==> src/p2p_pkg.sv <==
package p2p_pkg;

    localparam int STACK_DEPTH_DEF = 32;
    localparam int MAX_EXPR_LEN_DEF = 64;

    localparam logic [7:0] CH_PLUS    = 8'h2B;
    localparam logic [7:0] CH_MINUS   = 8'h2D;
    localparam logic [7:0] CH_STAR    = 8'h2A;
    localparam logic [7:0] CH_SLASH   = 8'h2F;
    localparam logic [7:0] CH_NEWLINE = 8'h0A;

    localparam logic [1:0] OP_ADD = 2'd0;
    localparam logic [1:0] OP_SUB = 2'd1;
    localparam logic [1:0] OP_MUL = 2'd2;
    localparam logic [1:0] OP_DIV = 2'd3;

    localparam logic [2:0] ST_OK       = 3'd0;
    localparam logic [2:0] ST_FIRST    = 3'd1;
    localparam logic [2:0] ST_BAD_CHAR = 3'd2;
    localparam logic [2:0] ST_TAIL     = 3'd3;
    localparam logic [2:0] ST_RATIO    = 3'd4;
    localparam logic [2:0] ST_OVERFLOW = 3'd5;
    localparam logic [2:0] ST_EXCESS   = 3'd6;

    typedef struct packed {
        logic accept;
        logic step;
        logic pop;
        logic load;
        logic end_item;
    } cmd_t;

    typedef struct packed {
        logic need_out;
        logic top_cnt;
        logic level_one;
        logic rd_cnt;
        logic last;
        logic out_free;
    } sts_t;

endpackage

==> src/p2p_ram.sv <==
module p2p_ram #(
    parameter int WIDTH = 3,
    parameter int DEPTH = 32
) (
    input  logic                     aclk,
    input  logic                     wr_en,
    input  logic [$clog2(DEPTH)-1:0] wr_addr,
    input  logic [WIDTH-1:0]         wr_data,
    input  logic                     rd_en,
    input  logic [$clog2(DEPTH)-1:0] rd_addr,
    output logic [WIDTH-1:0]         rd_data
);

    logic [WIDTH-1:0] mem [DEPTH];
    logic [WIDTH-1:0] rd_data_reg;

    always_ff @(posedge aclk) begin
        if (wr_en) begin
            mem[wr_addr] <= wr_data;
        end
        if (rd_en) begin
            rd_data_reg <= mem[rd_addr];
        end
    end

    assign rd_data = rd_data_reg;

endmodule

==> src/p2p_ctrl.sv <==
module p2p_ctrl (
    input  logic           aclk,
    input  logic           aresetn,
    input  logic           s_tvalid,
    output logic           s_tready,
    input  p2p_pkg::sts_t  sts,
    output p2p_pkg::cmd_t  cmd
);

    typedef enum logic [4:0] {
        S_IDLE = 5'b00001,
        S_PROC = 5'b00010,
        S_POP  = 5'b00100,
        S_LOAD = 5'b01000,
        S_END  = 5'b10000
    } state_t;

    state_t state_reg;
    state_t state_next;

    always_ff @(posedge aclk) begin
        if (!aresetn) begin
            state_reg <= S_IDLE;
        end else begin
            state_reg <= state_next;
        end
    end

    always_comb begin
        state_next = state_reg;
        cmd = '0;
        unique case (state_reg)
            S_IDLE: begin
                if (s_tvalid) begin
                    cmd.accept = 1'b1;
                    state_next = S_PROC;
                end
            end
            S_PROC: begin
                if (!sts.need_out || sts.out_free) begin
                    cmd.step = 1'b1;
                    if (sts.need_out && sts.top_cnt) begin
                        state_next = S_POP;
                    end else if (sts.last) begin
                        state_next = S_END;
                    end else begin
                        state_next = S_IDLE;
                    end
                end
            end
            S_POP: begin
                if (sts.out_free) begin
                    cmd.pop = 1'b1;
                    if (!sts.level_one) begin
                        state_next = S_LOAD;
                    end else if (sts.last) begin
                        state_next = S_END;
                    end else begin
                        state_next = S_IDLE;
                    end
                end
            end
            S_LOAD: begin
                cmd.load = 1'b1;
                if (sts.rd_cnt) begin
                    state_next = S_POP;
                end else if (sts.last) begin
                    state_next = S_END;
                end else begin
                    state_next = S_IDLE;
                end
            end
            S_END: begin
                if (sts.out_free) begin
                    cmd.end_item = 1'b1;
                    state_next = S_IDLE;
                end
            end
            default: begin
                state_next = S_IDLE;
            end
        endcase
    end

    assign s_tready = (state_reg == S_IDLE);

endmodule

==> src/p2p_datapath.sv <==
module p2p_datapath #(
    parameter int STACK_DEPTH = p2p_pkg::STACK_DEPTH_DEF,
    parameter int MAX_EXPR_LEN = p2p_pkg::MAX_EXPR_LEN_DEF
) (
    input  logic          aclk,
    input  logic          aresetn,
    input  logic [7:0]    s_tdata,
    input  logic          s_tlast,
    output logic          m_tvalid,
    input  logic          m_tready,
    output logic [7:0]    m_tdata,
    output logic          m_tlast,
    output logic [2:0]    m_tuser,
    input  p2p_pkg::cmd_t cmd,
    output p2p_pkg::sts_t sts
);

    localparam int LVL_W = $clog2(STACK_DEPTH + 1);
    localparam int ADDR_W = $clog2(STACK_DEPTH);
    localparam int TOT_W = $clog2(MAX_EXPR_LEN + 1);

    logic [7:0]       char_reg;
    logic             last_reg;
    logic [1:0]       top_op_reg, top_op_next;
    logic             top_cnt_reg, top_cnt_next;
    logic [LVL_W-1:0] level_reg, level_next;
    logic [TOT_W-1:0] opr_tot_reg, opr_tot_next;
    logic [TOT_W-1:0] opd_tot_reg, opd_tot_next;
    logic             first_reg, first_next;
    logic [1:0]       flags_reg, flags_next;
    logic [2:0]       err_reg, err_next;
    logic             out_valid_reg, out_valid_next;
    logic [7:0]       out_char_reg, out_char_next;
    logic             out_last_reg, out_last_next;
    logic [2:0]       out_status_reg, out_status_next;

    logic             is_op;
    logic             is_opd;
    logic [1:0]       code;
    logic [2:0]       new_err;
    logic [TOT_W:0]   tot_sum;
    logic [2:0]       fin_err;
    logic [7:0]       top_char;
    logic             out_free;
    logic             ram_wr_en;
    logic             ram_rd_en;
    logic [2:0]       ram_rd_data;

    always_comb begin
        is_op = 1'b1;
        code = p2p_pkg::OP_ADD;
        unique case (char_reg)
            p2p_pkg::CH_PLUS:  code = p2p_pkg::OP_ADD;
            p2p_pkg::CH_MINUS: code = p2p_pkg::OP_SUB;
            p2p_pkg::CH_STAR:  code = p2p_pkg::OP_MUL;
            p2p_pkg::CH_SLASH: code = p2p_pkg::OP_DIV;
            default:           is_op = 1'b0;
        endcase
        unique case (top_op_reg)
            p2p_pkg::OP_ADD: top_char = p2p_pkg::CH_PLUS;
            p2p_pkg::OP_SUB: top_char = p2p_pkg::CH_MINUS;
            p2p_pkg::OP_MUL: top_char = p2p_pkg::CH_STAR;
            default:         top_char = p2p_pkg::CH_SLASH;
        endcase
    end

    assign is_opd = (char_reg >= 8'h61 && char_reg <= 8'h7A)
                 || (char_reg >= 8'h41 && char_reg <= 8'h5A)
                 || (char_reg >= 8'h30 && char_reg <= 8'h39);
    assign tot_sum = {1'b0, opr_tot_reg} + {1'b0, opd_tot_reg};

    always_comb begin
        priority if (first_reg && !is_op) begin
            new_err = p2p_pkg::ST_FIRST;
        end else if (!is_op && !is_opd) begin
            new_err = p2p_pkg::ST_BAD_CHAR;
        end else if (tot_sum >= (TOT_W + 1)'(MAX_EXPR_LEN)) begin
            new_err = p2p_pkg::ST_OVERFLOW;
        end else if (is_op && level_reg >= LVL_W'(STACK_DEPTH)) begin
            new_err = p2p_pkg::ST_OVERFLOW;
        end else if (!is_op && level_reg == '0) begin
            new_err = p2p_pkg::ST_EXCESS;
        end else begin
            new_err = p2p_pkg::ST_OK;
        end
    end

    always_comb begin
        priority if (err_reg != p2p_pkg::ST_OK) begin
            fin_err = err_reg;
        end else if (flags_reg != 2'b11) begin
            fin_err = p2p_pkg::ST_TAIL;
        end else if ({1'b0, opr_tot_reg} + (TOT_W + 1)'(1) != {1'b0, opd_tot_reg}) begin
            fin_err = p2p_pkg::ST_RATIO;
        end else begin
            fin_err = p2p_pkg::ST_OK;
        end
    end

    assign out_free = !out_valid_reg || m_tready;

    assign sts.need_out = (err_reg == p2p_pkg::ST_OK) && (new_err == p2p_pkg::ST_OK) && !is_op;
    assign sts.top_cnt = top_cnt_reg;
    assign sts.level_one = (level_reg == LVL_W'(1));
    assign sts.rd_cnt = ram_rd_data[0];
    assign sts.last = last_reg;
    assign sts.out_free = out_free;

    assign ram_wr_en = cmd.step && (err_reg == p2p_pkg::ST_OK)
                    && (new_err == p2p_pkg::ST_OK) && is_op && (level_reg != '0);
    assign ram_rd_en = cmd.pop && (level_reg != LVL_W'(1));

    p2p_ram #(
        .WIDTH (3),
        .DEPTH (STACK_DEPTH)
    ) u_stack (
        .aclk    (aclk),
        .wr_en   (ram_wr_en),
        .wr_addr (ADDR_W'(level_reg - LVL_W'(1))),
        .wr_data ({top_op_reg, top_cnt_reg}),
        .rd_en   (ram_rd_en),
        .rd_addr (ADDR_W'(level_reg - LVL_W'(2))),
        .rd_data (ram_rd_data)
    );

    always_comb begin
        top_op_next = top_op_reg;
        top_cnt_next = top_cnt_reg;
        level_next = level_reg;
        opr_tot_next = opr_tot_reg;
        opd_tot_next = opd_tot_reg;
        first_next = first_reg;
        flags_next = flags_reg;
        err_next = err_reg;
        out_valid_next = out_valid_reg && !m_tready;
        out_char_next = out_char_reg;
        out_last_next = out_last_reg;
        out_status_next = out_status_reg;

        if (cmd.step && err_reg == p2p_pkg::ST_OK) begin
            first_next = 1'b0;
            if (new_err != p2p_pkg::ST_OK) begin
                err_next = new_err;
            end else if (is_op) begin
                top_op_next = code;
                top_cnt_next = 1'b0;
                level_next = level_reg + LVL_W'(1);
                opr_tot_next = opr_tot_reg + TOT_W'(1);
                flags_next = {flags_reg[0], 1'b0};
            end else begin
                out_valid_next = 1'b1;
                out_char_next = char_reg;
                out_last_next = 1'b0;
                out_status_next = p2p_pkg::ST_OK;
                opd_tot_next = opd_tot_reg + TOT_W'(1);
                flags_next = {flags_reg[0], 1'b1};
                top_cnt_next = 1'b1;
            end
        end

        if (cmd.pop) begin
            out_valid_next = 1'b1;
            out_char_next = top_char;
            out_last_next = 1'b0;
            out_status_next = p2p_pkg::ST_OK;
            level_next = level_reg - LVL_W'(1);
            if (level_reg != LVL_W'(1)) begin
                top_cnt_next = 1'b0;
            end
        end

        if (cmd.load) begin
            top_op_next = ram_rd_data[2:1];
            top_cnt_next = 1'b1;
        end

        if (cmd.end_item) begin
            out_valid_next = 1'b1;
            out_char_next = p2p_pkg::CH_NEWLINE;
            out_last_next = 1'b1;
            out_status_next = fin_err;
            level_next = '0;
            opr_tot_next = '0;
            opd_tot_next = '0;
            first_next = 1'b1;
            flags_next = 2'b00;
            err_next = p2p_pkg::ST_OK;
        end
    end

    always_ff @(posedge aclk) begin
        if (!aresetn) begin
            level_reg <= '0;
            opr_tot_reg <= '0;
            opd_tot_reg <= '0;
            first_reg <= 1'b1;
            flags_reg <= 2'b00;
            err_reg <= p2p_pkg::ST_OK;
            out_valid_reg <= 1'b0;
        end else begin
            level_reg <= level_next;
            opr_tot_reg <= opr_tot_next;
            opd_tot_reg <= opd_tot_next;
            first_reg <= first_next;
            flags_reg <= flags_next;
            err_reg <= err_next;
            out_valid_reg <= out_valid_next;
        end
    end

    always_ff @(posedge aclk) begin
        if (cmd.accept) begin
            char_reg <= s_tdata;
            last_reg <= s_tlast;
        end
        top_op_reg <= top_op_next;
        top_cnt_reg <= top_cnt_next;
        out_char_reg <= out_char_next;
        out_last_reg <= out_last_next;
        out_status_reg <= out_status_next;
    end

    assign m_tvalid = out_valid_reg;
    assign m_tdata = out_char_reg;
    assign m_tlast = out_last_reg;
    assign m_tuser = out_status_reg;

`ifndef NO_ASSERTIONS
    a_level_bound: assert property (@(posedge aclk) disable iff (!aresetn)
        level_reg <= LVL_W'(STACK_DEPTH))
        else $error("stack level beyond depth");

    a_status_on_end: assert property (@(posedge aclk) disable iff (!aresetn)
        out_valid_reg && !out_last_reg |-> out_status_reg == p2p_pkg::ST_OK)
        else $error("status code on a transfer that is not the end item");

    a_pop_nonempty: assert property (@(posedge aclk) disable iff (!aresetn)
        cmd.pop |-> level_reg != '0)
        else $error("pop from an empty stack");

    a_end_clears: assert property (@(posedge aclk) disable iff (!aresetn)
        cmd.end_item |=> level_reg == '0 && err_reg == p2p_pkg::ST_OK && first_reg)
        else $error("expression state not cleared after the end item");
`endif

endmodule

==> src/prefix_to_postfix_converter_unit.sv <==
// Converts a prefix expression, one character per input transfer, into postfix.
// Input channel s_*: s_tdata carries the character, s_tlast marks the final one.
// Output channel m_*: m_tdata carries an emitted character, m_tlast marks the
// end item (a newline) and m_tuser carries its status code, zero on all others.
// An operator is taken in the idle state and pushed in the process state. An
// operand is taken likewise and, in the process state, written to the output
// register to be offered on m_tvalid. Every operator it completes adds a pop and
// a load state, since the pop reads the entry below from the stack RAM through
// its registered read port; the pop that empties the stack skips the load. The
// end item adds an end state. One character is handled at a time; s_tready is
// high only while the controller waits for the next character.
// Results leave through a single output register, so the next character is
// accepted while the last result still waits to be taken. While the receiver
// stalls, the controller holds in any state that writes the register until it frees.
// Reset clears the stack level, the counts, the error code and the output valid
// flag; stack RAM contents are left as they are and never read unwritten.
// After an error, later characters are swallowed until the end item.
module prefix_to_postfix_converter_unit #(
    parameter int STACK_DEPTH = p2p_pkg::STACK_DEPTH_DEF,
    parameter int MAX_EXPR_LEN = p2p_pkg::MAX_EXPR_LEN_DEF
) (
    input  logic       aclk,
    input  logic       aresetn,
    input  logic       s_tvalid,
    output logic       s_tready,
    input  logic [7:0] s_tdata,   // [7:0] char_in
    input  logic       s_tlast,
    output logic       m_tvalid,
    input  logic       m_tready,
    output logic [7:0] m_tdata,   // [7:0] char_out
    output logic       m_tlast,
    output logic [2:0] m_tuser    // [2:0] status
);

    p2p_pkg::cmd_t cmd;
    p2p_pkg::sts_t sts;

    p2p_ctrl u_ctrl (
        .aclk     (aclk),
        .aresetn  (aresetn),
        .s_tvalid (s_tvalid),
        .s_tready (s_tready),
        .sts      (sts),
        .cmd      (cmd)
    );

    p2p_datapath #(
        .STACK_DEPTH  (STACK_DEPTH),
        .MAX_EXPR_LEN (MAX_EXPR_LEN)
    ) u_datapath (
        .aclk     (aclk),
        .aresetn  (aresetn),
        .s_tdata  (s_tdata),
        .s_tlast  (s_tlast),
        .m_tvalid (m_tvalid),
        .m_tready (m_tready),
        .m_tdata  (m_tdata),
        .m_tlast  (m_tlast),
        .m_tuser  (m_tuser),
        .cmd      (cmd),
        .sts      (sts)
    );

endmodule

==> config.mk <==
export PLATFORM = sky130hd
export DESIGN_NAME = prefix_to_postfix_converter_unit
export DESIGN_NICKNAME = d
export VERILOG_FILES = /design/src/p2p_pkg.sv /design/src/p2p_ram.sv /design/src/p2p_ctrl.sv /design/src/p2p_datapath.sv /design/src/prefix_to_postfix_converter_unit.sv
export SDC_FILE = /design/constraint.sdc
export NUM_CORES = 1
export LEC_CHECK = 0
export BUFFER_PORTS_ARGS = -buffer_cell sky130_fd_sc_hd__buf_2
export CORE_MARGIN = 3
export CORE_UTILIZATION = 55
export CTS_CLUSTER_DIAMETER = 80
export DETAILED_ROUTE_END_ITERATION = 8
export GPL_TIMING_DRIVEN = 0
export PLACE_DENSITY = 0.74
export SYNTH_ARGS = -nofsm -noshare
export SYNTH_HDL_FRONTEND = slang
export SYNTH_SLANG_ARGS = --single-unit
export TNS_END_PERCENT = 5
==> constraint.sdc <==
create_clock -name aclk -period 7.1 [get_ports aclk]
set_input_delay 0 -clock aclk [delete_from_list [all_inputs] [get_ports aclk]]
set_output_delay 0 -clock aclk [all_outputs]
set_load 0.05 [all_outputs]
==> results.md <==
* Status: completed
* Height of the die at between 100 and 150 um
* Initial core utilization at 0.567
* Clk_lat worst skew at approximately 0.42 ns
* WL final at 15300 um
* Clock sink count at ~160
* Sequential area share after synthesis at 0.590
* Sum Neg Setup Slack at 0 ns
* Critical path's slowest cell: buf_1
* Die area at about 14000 um^2
* Post-synthesis cell count at about 540
* Die W at approximately 120 um
* Area delta synth->final at 13.9%
* WL/cell at between 15 and 20 um
* RSZ-0062 raised after global routing: no
* LEAKAGE at 2.80 nW
* Fin crit share at 0.548
* Clock Pin Slew Worst Setup and Hold Paths at 0.06 ns
* Startpoint class of the critical path: register
* CTS tree: done
* Max Slew Vio Count at 0
* Final #Nets at between 600 and 700
* Max reg flops at 96
* Hold/Removal Path Class: in2reg
* Maximum vdd drop at approximately 0.00023 V
* First-pass GRT wire length at between 20000 and 25000 um
* Core area at between 10000 and 15000 um^2
* Worst slew margin at 0.216
* Port Buffers at 26
* Most used DFF post-synth: edfxtp_1
* Clk_skew at ~0.0074 ns
* Root Driver: clkbuf_16
* Ys async rst share at 0
* CTS Buffer Depth at 2
* DRC at 0
* GP Congestion at about 0.90
* Worst path buffer plus inverter count at 3
* Top-Level Pins at 27
* Finished Core Util at 0.646
* Diodes inserted at 0
* Drt first-iter violations at 500
* Vias per cell at about 6
* Max cap viols at 0
* Crit path max-delay family: buffers and inverters
* Critical Path End Type: register
* Register bit count reported by yosys at approximately 160
* Vias at around 4700
* First-pass DRT Iterations at 5
* DP HPWL at around 11000 um
* Final Critical Period at just under 4 ns
* Site Rows at ~40
* Inserted Clock Buffers at 17
* Total GRT Usage at 0.225
* Antenna violations before repair at 0
* Endpoints failing setup at 0
* Final Hold Fails at 0
* Post-synth EDFFs at between 100 and 150
* Peak Freq at 0.257 GHz
* Layout cells sized above 1 at 0.181
* CP Data Required Time at between 7 and 8 ns
* Number of synthesis warnings at 0
* CP peak stage delay at approximately 0.56 ns
* CP arrival at ~4.0 ns
* Setup Crit Path Kind: reg2reg
* Syn_area_per_cell at 13.2 um^2
* Slew @ Worst Pin at about 1.2 ns
* Largest net degree at the start of global routing at 36
* Netlist cell types at 67
* Synthesized cell area at 7180 um^2
* PD cells at between 200 and 250 nW/um^2
* GRT overflow at 0
* Peak fanout along the critical path at 10
* Critical Path, Cell by Cell: clkbuf_1, buf_1, inv_1, ha_1, and2_1, a211oi_4, and3_1, nand2_1, nor2_1
* H-tree depth at 4
* Vias in the first global route at 4604
* Syn_nets at roughly 580
* DRT antenna net count at 0
==> tightest hold or removal path, cell delays in order <==
cell     delay [ns]
buf_2          0.08
nor2b_1        0.11
o21a_1         0.20
==> area by class of cell <==
| cell class | count | area, um^2 |
|---|---|---|
| Sequential cell | 155 | 4230 |
| Multi-Input combinational cell | 353 | 2790 |
| Clock inverter | 13 | 115 |
| Buffer | 21 | 100 |
| Timing Repair Buffer | 37 | 240 |
| Inverter | 15 | 56.3 |
| Tap cell | 172 | 215 |
| Fill cell | 945 | 4490 |
| Clock buffer | 18 | 429 |
==> per-stage QoR <==
step / power, mW / setup slack (ns) / hold WS (ns) / instances / instance area [um^2]
floorplan: 1.03 / 4.25 / 0.0619 / 544 / 7180
global placement: 1.04 / 3.43 / 0.178 / 742 / 7530
detailed placement: 1.04 / 3.30 / 0.179 / 742 / 7530
CTS: 1.88 / 3.27 / 0.000781 / 784 / 8180
global route: 1.93 / 2.99 / 0.0286 / 784 / 8180
finish: 1.87 / 3.21 / 0.0174 / 784 / 8180
==> layout by cell type, fill, tap and decap left out, types with 17 or more instances in the layout <==
master     netlist  routed
a21oi_1         17      17
ha_1            18      18
buf_2            4      30
mux4_2          30      30
nand3_1         19      19
dfxtp_1         42      42
edfxtp_1       113     113
nand2_1         53      53
clkbuf_16        0      17
nor2_1          58      58
==> synthesized netlist by cell type (6+ instances only) <==
cell type / instances / share of area
ha_1: 18 / 0.031
mux4_2: 30 / 0.094
clkbuf_1: 10 / 0.0052
xor2_1: 16 / 0.020
xnor2_1: 13 / 0.016
nand4_1: 6 / 0.0052
nor2_1: 58 / 0.030
edfxtp_1: 113 / 0.47
o21ai_0: 12 / 0.0084
nor3_1: 11 / 0.0077
a21oi_1: 17 / 0.012
nand2_1: 53 / 0.028
nand3_1: 19 / 0.013
inv_1: 15 / 0.0078
dfxtp_1: 42 / 0.12
and3_1: 7 / 0.0061
==> timing repair <==
action                                 CTS  global route
endpoints found under the hold margin   16             0
hold buffers                            11             0
setup endpoints to repair                0             0
buffers inserted                         0             0
resized for setup                        0             0
==> metal layers <==
| layer | wire length, um | vias to the layer above | share of wire | global-route usage |
|---|---|---|---|---|
| li1 | - | 2181 | - | - |
| met1 | 6570 | 2318 | 0.43 | 0.310 |
| met2 | 7540 | 167 | 0.49 | 0.358 |
| met3 | 925 | 26 | 0.061 | 0.0561 |
| met4 | 258 | 0 | 0.017 | 0.0701 |
| met5 | 0 | - | 0 | 0 |
==> power by group <==
| group | total [mW] | switching (mW) | internal (mW) |
|---|---|---|---|
| registers | 0.981 | 0.0106 | 0.970 |
| clock network | 0.844 | 0.361 | 0.482 |
| logic | 0.0462 | 0.0280 | 0.0182 |
| total | 1.87 | 0.400 | 1.47 |
==> cell families (layout without fill, tap and decap cells) <==
group / after synthesis / count (layout) / share of synthesized area
and+or+nand+nor: 192 / 192 / 0.135
buffers and inverters: 36 / 104 / 0.0218
AOI/OAI and AO/OA: 74 / 74 / 0.0772
adders and majority gates: 19 / 19 / 0.0341
muxes: 39 / 39 / 0.107
xor gates and xnor gates: 29 / 29 / 0.0354
DFF: 155 / 155 / 0.590
==> path summary, 6_finish.rpt <==
check | start | endpoint | slack, ns | depth (start not counted)
worst max-delay path | u_datapath.level_reg[1]$_SDFFE_PP0P_ | u_datapath.u_stack.mem[27][0]$_DFFE_PP_ | 3.21 | 9
worst max register to register | u_datapath.level_reg[1]$_SDFFE_PP0P_ | u_datapath.u_stack.mem[27][0]$_DFFE_PP_ | 3.21 | 9
worst min register to register | u_datapath.m_tdata[2]$_SDFFE_PP0P_ | u_datapath.m_tdata[2]$_SDFFE_PP0P_ | 0.47 | 2
worst min-delay path | m_tready | u_datapath.m_tvalid$_SDFF_PN0_ | 0.02 | 3
No activity file was read; power rests on OpenSTA's default activity.
